File: src/rtl/i2c_eeprom_byte_master_core_macros.svh
// assertion macros for the i2c eeprom byte master core
// used only by the top level, no other dependencies
`ifndef I2C_EEPROM_BYTE_MASTER_CORE_MACROS_SVH
`define I2C_EEPROM_BYTE_MASTER_CORE_MACROS_SVH

// same-cycle implication
`define I2CEBM_ASSERT_NOW(lbl, clk, rst_n, ante, cons) \
	lbl: assert property (@(posedge clk) disable iff (!(rst_n)) (ante) |-> (cons)) \
		else $error("i2cebm assertion failed");

// next-cycle implication
`define I2CEBM_ASSERT_NEXT(lbl, clk, rst_n, ante, cons) \
	lbl: assert property (@(posedge clk) disable iff (!(rst_n)) (ante) |=> (cons)) \
		else $error("i2cebm assertion failed");

`endif

File: src/rtl/i2cebm_pkg.sv
// shared types, constants and the step table of the i2c eeprom byte master
// no dependencies
`default_nettype none

package i2cebm_pkg;

	localparam int unsigned STEP_W = 5;
	localparam logic [STEP_W-1:0] STEP_IDLE        = 5'd0;
	localparam logic [STEP_W-1:0] STEP_WRITE_FIRST = 5'd1;
	localparam logic [STEP_W-1:0] STEP_WRITE_WAIT  = 5'd9;
	localparam logic [STEP_W-1:0] STEP_READ_FIRST  = 5'd10;
	localparam logic [STEP_W-1:0] STEP_READ_WAIT   = 5'd20;
	localparam logic [STEP_W-1:0] STEP_COUNT       = 5'd21;

	localparam logic [1:0] ACTION_TICK  = 2'd0;
	localparam logic [1:0] ACTION_WRITE = 2'd1;
	localparam logic [1:0] ACTION_READ  = 2'd2;

	localparam logic [1:0] REG_WRITE_WAIT  = 2'd0;
	localparam logic [1:0] REG_READ_WAIT   = 2'd1;
	localparam logic [1:0] REG_ACK_TIMEOUT = 2'd2;

	localparam logic [15:0] WRITE_WAIT_RESET  = 16'd5000;
	localparam logic [15:0] READ_WAIT_RESET   = 16'd100;
	localparam logic [7:0]  ACK_TIMEOUT_RESET = 8'd255;

	localparam logic [7:0] DEV_ADDR_WRITE = 8'hA0;
	localparam logic [7:0] DEV_ADDR_READ  = 8'hA1;
	localparam logic [3:0] BITS_PER_BYTE  = 4'd8;

	typedef enum logic [3:0] {
		OP_IDLE,
		OP_START,
		OP_WA0,
		OP_WADDR,
		OP_WDATA,
		OP_WA1,
		OP_ACK,
		OP_RBYTE,
		OP_STOP,
		OP_WAIT
	} op_t;

	typedef struct packed {
		logic [15:0] write_wait;
		logic [15:0] read_wait;
		logic [7:0]  ack_timeout;
	} cfg_t;

	typedef struct packed {
		logic [STEP_W-1:0] step;
		logic [1:0]        phase;
		logic [3:0]        bit_cnt;
		logic [7:0]        shift;
		logic              is_read;
		logic [7:0]        held_addr;
		logic [7:0]        held_data;
		logic [15:0]       wait_cnt;
		logic [7:0]        rx_byte;
		logic              scl;
		logic              sda;
	} seq_t;

	function automatic op_t step_op(input logic [STEP_W-1:0] step);
		op_t op;
		unique case (step)
			5'd1, 5'd10, 5'd15:        op = OP_START;
			5'd2, 5'd11:               op = OP_WA0;
			5'd3, 5'd5, 5'd7, 5'd12,
			5'd14, 5'd17:              op = OP_ACK;
			5'd4, 5'd13:               op = OP_WADDR;
			5'd6:                      op = OP_WDATA;
			5'd16:                     op = OP_WA1;
			5'd18:                     op = OP_RBYTE;
			5'd8, 5'd19:               op = OP_STOP;
			5'd9, 5'd20:               op = OP_WAIT;
			default:                   op = OP_IDLE;
		endcase
		return op;
	endfunction

endpackage

`default_nettype wire

File: src/rtl/i2c_eeprom_byte_master_core.sv
// top level of the tick-driven i2c master for a 24c02 eeprom
// depends on i2cebm_pkg, i2cebm_cfg, i2cebm_step and the macros header
//
// Usage: every input word is one bus-phase tick (usually from a prescaler).
// The action field starts a byte write or a random read when the sequencer
// is idle; actions during a running command are ignored. Each accepted tick
// yields exactly one output word with the scl level, the sda release level,
// busy, done and the last byte read.
// Output: the output word for a tick is registered and valid in the cycle after
// the tick is accepted. Throughput: one tick per clock cycle while out_ready is
// high, set by the single register stage around the sequencer next-state logic.
// Stall: when out_ready is low the output register holds its word and
// in_ready drops until the word is taken; no tick is lost or repeated.
// Reset: arst_n clears the sequencer to idle with both bus lines released
// high and loads the wait and timeout registers with their defaults.
// Configuration writes (cfg_we, cfg_index, cfg_data) take effect at once and
// are meant to be done while no command runs.
`default_nettype none

module i2c_eeprom_byte_master_core (
	input  wire logic        clk,
	input  wire logic        arst_n,
	input  wire logic        cfg_we,
	input  wire logic [1:0]  cfg_index,
	input  wire logic [15:0] cfg_data,
	input  wire logic        in_valid,
	output logic             in_ready,
	input  wire logic [1:0]  action,
	input  wire logic [7:0]  mem_address,
	input  wire logic [7:0]  write_data,
	input  wire logic        sda_level,
	output logic             out_valid,
	input  wire logic        out_ready,
	output logic             clock_line,
	output logic             data_release,
	output logic             busy_res,
	output logic             done_res,
	output logic [7:0]       read_byte
);

	`include "i2c_eeprom_byte_master_core_macros.svh"

	i2cebm_pkg::cfg_t cfg;
	i2cebm_pkg::seq_t seq_q;
	i2cebm_pkg::seq_t seq_nxt;
	logic             busy_c;
	logic             done_c;
	logic             accept;
	logic             out_valid_q;

	i2cebm_cfg u_cfg (
		.clk       (clk),
		.arst_n    (arst_n),
		.cfg_we    (cfg_we),
		.cfg_index (cfg_index),
		.cfg_data  (cfg_data),
		.cfg       (cfg)
	);

	i2cebm_step u_step (
		.cur         (seq_q),
		.cfg         (cfg),
		.action      (action),
		.mem_address (mem_address),
		.write_data  (write_data),
		.sda_level   (sda_level),
		.nxt         (seq_nxt),
		.busy        (busy_c),
		.done        (done_c)
	);

	assign in_ready = !out_valid_q || out_ready;
	assign accept   = in_valid && in_ready;

	// sequencer state
	always_ff @(posedge clk or negedge arst_n) begin
		if (!arst_n) begin
			seq_q <= '{step: i2cebm_pkg::STEP_IDLE, scl: 1'b1, sda: 1'b1, default: '0};
		end else if (accept) begin
			seq_q <= seq_nxt;
		end
	end

	// output word register
	always_ff @(posedge clk or negedge arst_n) begin
		if (!arst_n) begin
			out_valid_q <= 1'b0;
		end else if (accept) begin
			out_valid_q <= 1'b1;
		end else if (out_ready) begin
			out_valid_q <= 1'b0;
		end
	end

	always_ff @(posedge clk) begin
		if (accept) begin
			clock_line   <= seq_nxt.scl;
			data_release <= seq_nxt.sda;
			busy_res     <= busy_c;
			done_res     <= done_c;
			read_byte    <= seq_nxt.rx_byte;
		end
	end

	assign out_valid = out_valid_q;

	`I2CEBM_ASSERT_NOW(a_done_only_in_wait, clk, arst_n, accept && done_c,
		seq_q.step == i2cebm_pkg::STEP_WRITE_WAIT || seq_q.step == i2cebm_pkg::STEP_READ_WAIT)
	`I2CEBM_ASSERT_NEXT(a_accept_gives_word, clk, arst_n, accept, out_valid)
	`I2CEBM_ASSERT_NEXT(a_idle_tick_not_busy, clk, arst_n,
		accept && seq_q.step == i2cebm_pkg::STEP_IDLE && action == i2cebm_pkg::ACTION_TICK,
		!busy_res && !done_res)
	`I2CEBM_ASSERT_NOW(a_done_not_busy, clk, arst_n, out_valid, !(busy_res && done_res))

endmodule

`default_nettype wire

File: src/rtl/i2cebm_cfg.sv
// configuration registers: wait lengths and acknowledge timeout
// depends on i2cebm_pkg
`default_nettype none

module i2cebm_cfg (
	input  wire logic              clk,
	input  wire logic              arst_n,
	input  wire logic              cfg_we,
	input  wire logic [1:0]        cfg_index,
	input  wire logic [15:0]       cfg_data,
	output i2cebm_pkg::cfg_t       cfg
);

	i2cebm_pkg::cfg_t cfg_q;

	always_ff @(posedge clk or negedge arst_n) begin
		if (!arst_n) begin
			cfg_q.write_wait  <= i2cebm_pkg::WRITE_WAIT_RESET;
			cfg_q.read_wait   <= i2cebm_pkg::READ_WAIT_RESET;
			cfg_q.ack_timeout <= i2cebm_pkg::ACK_TIMEOUT_RESET;
		end else if (cfg_we) begin
			unique case (cfg_index)
				i2cebm_pkg::REG_WRITE_WAIT:  cfg_q.write_wait  <= cfg_data;
				i2cebm_pkg::REG_READ_WAIT:   cfg_q.read_wait   <= cfg_data;
				i2cebm_pkg::REG_ACK_TIMEOUT: cfg_q.ack_timeout <= cfg_data[7:0];
				default: ;
			endcase
		end
	end

	assign cfg = cfg_q;

endmodule

`default_nettype wire

File: src/rtl/i2cebm_step.sv
// next-state logic of the bus sequencer for one tick
// depends on i2cebm_pkg
`default_nettype none

module i2cebm_step (
	input  wire i2cebm_pkg::seq_t  cur,
	input  wire i2cebm_pkg::cfg_t  cfg,
	input  wire logic [1:0]        action,
	input  wire logic [7:0]        mem_address,
	input  wire logic [7:0]        write_data,
	input  wire logic              sda_level,
	output i2cebm_pkg::seq_t       nxt,
	output logic                   busy,
	output logic                   done
);

	i2cebm_pkg::op_t op;
	logic [7:0]      tx_byte;

	always_comb begin
		nxt  = cur;
		busy = 1'b0;
		done = 1'b0;

		// out-of-range step behaves as idle
		if (cur.step >= i2cebm_pkg::STEP_COUNT) begin
			nxt.step = i2cebm_pkg::STEP_IDLE;
		end

		if (nxt.step == i2cebm_pkg::STEP_IDLE &&
		    (action == i2cebm_pkg::ACTION_WRITE || action == i2cebm_pkg::ACTION_READ)) begin
			nxt.held_addr = mem_address;
			if (action == i2cebm_pkg::ACTION_WRITE) begin
				nxt.held_data = write_data;
				nxt.is_read   = 1'b0;
				nxt.step      = i2cebm_pkg::STEP_WRITE_FIRST;
			end else begin
				nxt.is_read   = 1'b1;
				nxt.step      = i2cebm_pkg::STEP_READ_FIRST;
			end
			nxt.phase   = 2'd0;
			nxt.bit_cnt = 4'd0;
		end

		op   = i2cebm_pkg::step_op(nxt.step);
		busy = (op != i2cebm_pkg::OP_IDLE);

		unique case (op)
			i2cebm_pkg::OP_WA0:   tx_byte = i2cebm_pkg::DEV_ADDR_WRITE;
			i2cebm_pkg::OP_WA1:   tx_byte = i2cebm_pkg::DEV_ADDR_READ;
			i2cebm_pkg::OP_WADDR: tx_byte = nxt.held_addr;
			default:              tx_byte = nxt.held_data;
		endcase

		unique case (op)
			i2cebm_pkg::OP_START: begin
				unique case (nxt.phase)
					2'd0:    nxt.sda = 1'b1;
					2'd1:    nxt.scl = 1'b1;
					2'd2:    nxt.sda = 1'b0;
					default: nxt.scl = 1'b0;
				endcase
				if (nxt.phase == 2'd3) begin
					nxt.step    = nxt.step + 1'b1;
					nxt.phase   = 2'd0;
					nxt.bit_cnt = 4'd0;
				end else begin
					nxt.phase = nxt.phase + 1'b1;
				end
			end
			i2cebm_pkg::OP_WA0, i2cebm_pkg::OP_WADDR,
			i2cebm_pkg::OP_WDATA, i2cebm_pkg::OP_WA1: begin
				if (nxt.bit_cnt < i2cebm_pkg::BITS_PER_BYTE) begin
					if (nxt.phase == 2'd0) begin
						if (nxt.bit_cnt == 4'd0) begin
							nxt.shift = tx_byte;
						end
						nxt.scl   = 1'b0;
						nxt.phase = 2'd1;
					end else if (nxt.phase == 2'd1) begin
						nxt.sda   = nxt.shift[7];
						nxt.shift = {nxt.shift[6:0], 1'b0};
						nxt.phase = 2'd2;
					end else begin
						nxt.scl     = 1'b1;
						nxt.phase   = 2'd0;
						nxt.bit_cnt = nxt.bit_cnt + 1'b1;
					end
				end else if (nxt.phase == 2'd0) begin
					nxt.scl   = 1'b0;
					nxt.phase = 2'd1;
				end else begin
					nxt.sda     = 1'b1;
					nxt.step    = nxt.step + 1'b1;
					nxt.phase   = 2'd0;
					nxt.bit_cnt = 4'd0;
				end
			end
			i2cebm_pkg::OP_ACK: begin
				if (nxt.phase == 2'd0) begin
					nxt.scl      = 1'b1;
					nxt.wait_cnt = 16'd0;
					nxt.phase    = 2'd1;
				end else if (!sda_level || nxt.wait_cnt >= {8'd0, cfg.ack_timeout}) begin
					nxt.scl     = 1'b0;
					nxt.step    = nxt.step + 1'b1;
					nxt.phase   = 2'd0;
					nxt.bit_cnt = 4'd0;
				end else begin
					nxt.wait_cnt = nxt.wait_cnt + 1'b1;
				end
			end
			i2cebm_pkg::OP_RBYTE: begin
				if (nxt.bit_cnt == 4'd0) begin
					if (nxt.phase == 2'd0) begin
						nxt.scl   = 1'b0;
						nxt.shift = 8'd0;
						nxt.phase = 2'd1;
					end else begin
						nxt.sda     = 1'b1;
						nxt.phase   = 2'd0;
						nxt.bit_cnt = 4'd1;
					end
				end else if (nxt.phase == 2'd0) begin
					nxt.scl   = 1'b1;
					nxt.phase = 2'd1;
				end else begin
					nxt.shift = {nxt.shift[6:0], sda_level};
					nxt.scl   = 1'b0;
					nxt.phase = 2'd0;
					if (nxt.bit_cnt >= i2cebm_pkg::BITS_PER_BYTE) begin
						nxt.rx_byte = {cur.shift[6:0], sda_level};
						nxt.step    = nxt.step + 1'b1;
						nxt.bit_cnt = 4'd0;
					end else begin
						nxt.bit_cnt = nxt.bit_cnt + 1'b1;
					end
				end
			end
			i2cebm_pkg::OP_STOP: begin
				if (nxt.phase == 2'd0) begin
					nxt.sda   = 1'b0;
					nxt.phase = 2'd1;
				end else if (nxt.phase == 2'd1) begin
					nxt.scl   = 1'b1;
					nxt.phase = 2'd2;
				end else begin
					nxt.sda      = 1'b1;
					nxt.wait_cnt = nxt.is_read ? cfg.read_wait : cfg.write_wait;
					nxt.step     = nxt.step + 1'b1;
					nxt.phase    = 2'd0;
					nxt.bit_cnt  = 4'd0;
				end
			end
			i2cebm_pkg::OP_WAIT: begin
				if (nxt.wait_cnt != 16'd0) begin
					nxt.wait_cnt = nxt.wait_cnt - 1'b1;
				end else begin
					busy        = 1'b0;
					done        = 1'b1;
					nxt.step    = i2cebm_pkg::STEP_IDLE;
					nxt.phase   = 2'd0;
					nxt.bit_cnt = 4'd0;
				end
			end
			default: begin
				nxt.step = i2cebm_pkg::STEP_IDLE;
			end
		endcase
	end

endmodule

`default_nettype wire
File: config.mk
export PLATFORM = sky130hd
export DESIGN_NAME = i2c_eeprom_byte_master_core
export DESIGN_NICKNAME = d
export VERILOG_FILES = /design/src/rtl/i2cebm_pkg.sv /design/src/rtl/i2c_eeprom_byte_master_core.sv /design/src/rtl/i2cebm_cfg.sv /design/src/rtl/i2cebm_step.sv
export VERILOG_INCLUDE_DIRS = /design/src /design/src/rtl
export SDC_FILE = /design/constraint.sdc
export NUM_CORES = 1
export LEC_CHECK = 0
export BUFFER_PORTS_ARGS = -buffer_cell sky130_fd_sc_hd__buf_2
export CORE_UTILIZATION = 45
export CTS_BUF_LIST = sky130_fd_sc_hd__clkbuf_2 sky130_fd_sc_hd__clkbuf_4 sky130_fd_sc_hd__clkbuf_8
export CTS_CLUSTER_DIAMETER = 200
export DETAILED_ROUTE_END_ITERATION = 10
export PLACE_DENSITY = 0.74
export SLEW_MARGIN = 10
export SYNTH_ARGS = -nofsm -noshare
export SYNTH_HDL_FRONTEND = slang
export SYNTH_SLANG_ARGS = --single-unit
File: constraint.sdc
create_clock -name clk -period 9.8 [get_ports clk]
set_clock_uncertainty 0.1 [all_clocks]
set_input_delay 1.96 -clock clk [delete_from_list [all_inputs] [get_ports clk]]
set_output_delay 1.96 -clock clk [all_outputs]
set_load 0.005 [all_outputs]
==> impl_results.md <==
- Number of cells on the critical path: 18
- P_sw: 1.10 mW
- Delay-heaviest family, CP: compound AO/OA/AOI/OAI gates
- CTS tree: yes
- VDD IR-drop max: approximately 150 uV
- PwrDens: 299 nW/um^2
- R2R depth: 16
- Pins over their slew limit: 0
- Diodes inserted: 0
- Logic pwr share: 51.3%
- Relative slew slack: 15.0%
- Placer Congestion: roughly 0.92
- DRC Markers: 0
- FF-to-FF Start: seq_q[57]
- Wire per inst: approximately 17 um
- Post-synth net total: around 840
- Pin count of the biggest net entering global routing: 58
- Hold Crit Depth: 2
- Vias in the first global route: a little under 6000
- Leak: 3.65 nW
- Synth area leaders: dfrtp_1 28%, mux2_2 10%, dfstp_2 6.3%
- Share of cells above drive strength 1: roughly a quarter
- Fin nets: 884
- Clk pwr share: about a fifth
- Worst Setup End Kind: flop
- Final ANT Viol Nets: 0
- Met2 usage: about a third
- YS warnings: 0
- Worst path cell trace: buf_2 -> inv_1 -> ha_1 -> nor2b_1 -> o21ai_1 -> buf_4 -> a21boi_0 -> inv_1 -> ha_1 -> a21oi_1 -> o21ai_0 -> a2bb2oi_1 -> a221o_1 -> nand4_1 -> o22ai_1 -> a211o_1 -> nor3b_1 -> a221o_1
- CTS Sinks: 115
- Die Y: 131 um
- Worst EP arrival: 7.39 ns
- GR peak layer: met2
- Met3 Usage GRT: 4.36%
- Cts bufs inserted: 17
- Crit path launch: action[1]
- Maximum fanout along the worst path: 23
- Flop2flop setup slack: 3.52 ns
- Syn Area/Cell: 9.73 um^2
- RSZ-0062 raised after global routing: false
- Max H-tree Level: 4
- Iter 0 DRT Violations: 580
- Reg clk slew, reported paths: 0.07 ns
- Synthesis-to-finish area growth: 11.1%
- Critical path's slowest cell: nand4_1
- Clock Tree Buf Depth: 2
- Vias: 6234
- GRT met1 Usage: 29.2%
- FP Rows: 46
- DP HPWL: about 12000 um
- First-pass GRT wire length: 30000 um
- IO Pins: 56
- Synthesized area: 7540 um^2
- CORE AREA: 16100 um^2
- Internal power: 1.41 mW
- PostCTS Resize Cnt: 0
- Flop pwr share: 30.2%
- Fmax: 141 MHz
- Sequential area share after synthesis: 39.3%
- Status: finished, final reports clean
- Critical path buffer and inverter count: 4
- Routed WL: 18000 um
- CP Data Required Time: 10.09 ns
- Class of the worst hold path: reg2reg
- Remaining Overflow, GRT: 0
- First-pass DRT Iterations: 6
- Fin crit share: slightly above 70%
- Final min period: 7.10 ns
- Top-area cell type share of the netlist area: between 20% and 30%
- Ys flop type: dfrtp_1
- Final hold vios: 0
- Worst setup path endpoint: seq_q[61]
- IO Port Bufs: 55
- Clk_lat worst skew: 0.45 ns
- Total GRT Usage: 21.6%
- CP Class: in2reg
- Fin Setup TNS: 0 ns
- Clock root buffer: clkbuf_8
- Initial antenna violation count: 0
- EDFF count, synth: 12
- Synth area leader: dfrtp_1
- Async SR Flop Fraction: 89.6%
- Die area: between 15000 and 20000 um^2
- Hold slack: roughly 0.38 ns
- Initial core utilization: 46.8%
- Yosys reg bits: ~120
- Via/cell ratio: between 5 and 6
- Netlist cell types: 87
- Sw Share: 43.8%
- Max-cap viol count: 0
- Instance count of the mapped netlist: just under 800
- Worst path max stage delay: roughly 1.1 ns
- Worst R2R End: seq_q[61]
- Startpoint Class: input pin
- Post-CTS Setup Bufs: 0
- Setup Viol. Count Final: 0
- Hold Buf Count CTS: 0
- Die X-Extent: 131 um
- Slew @ Worst Pin: ~1.3 ns
==> cell type report <==
cell class	count	area [um^2]
flip-flops and latches	115	2960
multi-input cells	586	4260
fillers	1493	7740
well taps	216	270
repair buffers	65	353
clock buffers	19	255
clock inverters	13	159
inverters	32	120
==> placed cells by master (no fill, tap or decap), types with 6 or more instances in the layout <==
master	instances
a211oi_1	6
a21oi_1	42
a221o_1	10
a31oi_1	7
and2_1	8
and3_1	7
buf_2	54
buf_4	11
clkbuf_8	18
dfrtp_1	85
dfstp_2	18
edfxtp_1	12
ha_1	25
inv_1	30
mux2_2	69
mux2_4	8
mux2i_1	28
nand2_1	81
nand3_1	15
nand4_1	9
nor2_1	49
nor3_1	15
nor3b_1	6
nor4_1	6
o21ai_0	44
o21ai_1	12
o221ai_1	6
o22ai_1	18
==> state kept, by name (all words and copies together) (netlist names) <==
name,flops
clock_line,1
read_byte,8
u_cfg.cfg,40
busy_res,1
out_valid,1
data_release,1
seq_q,62
done_res,1
==> worst reg2reg max path, stage by stage (launching register included) <==
cell and delay, ns:
dfrtp_1 0.59, o21ai_1 0.40, a21boi_2 0.15, o21ai_1 0.15
buf_4 0.24, a21boi_0 0.58, inv_1 0.22, ha_1 0.39
a21oi_1 0.13, o21ai_0 0.09, a2bb2oi_1 0.34, a221o_1 0.66
nand4_1 1.06, o22ai_1 0.53, a211o_1 0.24, nor3b_1 0.21
a221o_1 0.13
==> power groups by stage <==
stage                     clock (mW)  combinational [mW]  sequential [mW]
after floorplan                    0                1.03            0.709
after global placement             0                1.25            0.757
after detailed placement           0                1.26            0.763
after CTS                      0.475                1.27            0.755
after global routing           0.493                1.41            0.775
final                          0.466                1.29            0.757
==> cell usage after synthesis (4+ instances only) <==
library cell	n
nand3_1	15
inv_1	30
o22ai_1	18
a21oi_1	42
ha_1	25
o21ai_2	4
nor4_1	6
o221ai_1	6
buf_2	12
mux2i_1	28
mux2_2	69
xnor2_1	5
edfxtp_1	12
o21ai_1	12
nor2b_1	5
o211ai_1	5
nand4_1	9
nor3_1	15
nor2_1	49
o21a_1	4
nand2_1	81
nand2b_1	4
clkbuf_1	23
a221o_1	10
a21o_1	4
a22oi_1	4
a211oi_1	6
and2_1	8
dfrtp_1	85
a211o_1	5
a31oi_1	7
a32o_1	5
dfstp_2	18
o21ai_0	45
mux2_4	8
nor3b_1	7
and3_1	7
==> how the worst min path moves through the flow <==
stage | from | endpoint
finish | seq_q[5] | seq_q[5]
global route | seq_q[5] | seq_q[5]
CTS | seq_q[5] | seq_q[5]
detailed placement | seq_q[5] | seq_q[5]
global placement | seq_q[3] | seq_q[3]
floorplan | seq_q[9] | seq_q[9]
==> logic make-up after synthesis <==
group	count (synthesis)	share of synthesized area [%]
flip-flops	115	39.3
buffers and inverters	74	4.33
adder cells (fa/ha/maj)	25	4.15
AND/OR/NAND/NOR	232	15.7
AO/OA/AOI/OAI	217	20.1
XOR/XNOR	7	0.813
multiplexers	105	15.6
==> stage by stage <==
step                      worst slack [ns]  instances  instance area, um^2  utilization, %  power (mW)
after floorplan                       4.18        775                 7540               -        1.73
after global placement                2.61       1014                 7960            49.4        2.01
after detailed placement              2.32       1014                 7960            49.4        2.03
after CTS                             2.80       1046                 8380            52.0        2.50
after global routing                  2.41       1046                 8380            52.0        2.68
final                                 2.70       1046                 8380            52.0        2.51
==> routing by layer <==
layer / up-vias / wire [um]
met5: - / 0
met4: 0 / 331
met3: 34 / 1090
met2: 216 / 8540
met1: 3018 / 8080
li1: 2966 / -
Note: power is estimated with default switching activity, not from simulation.
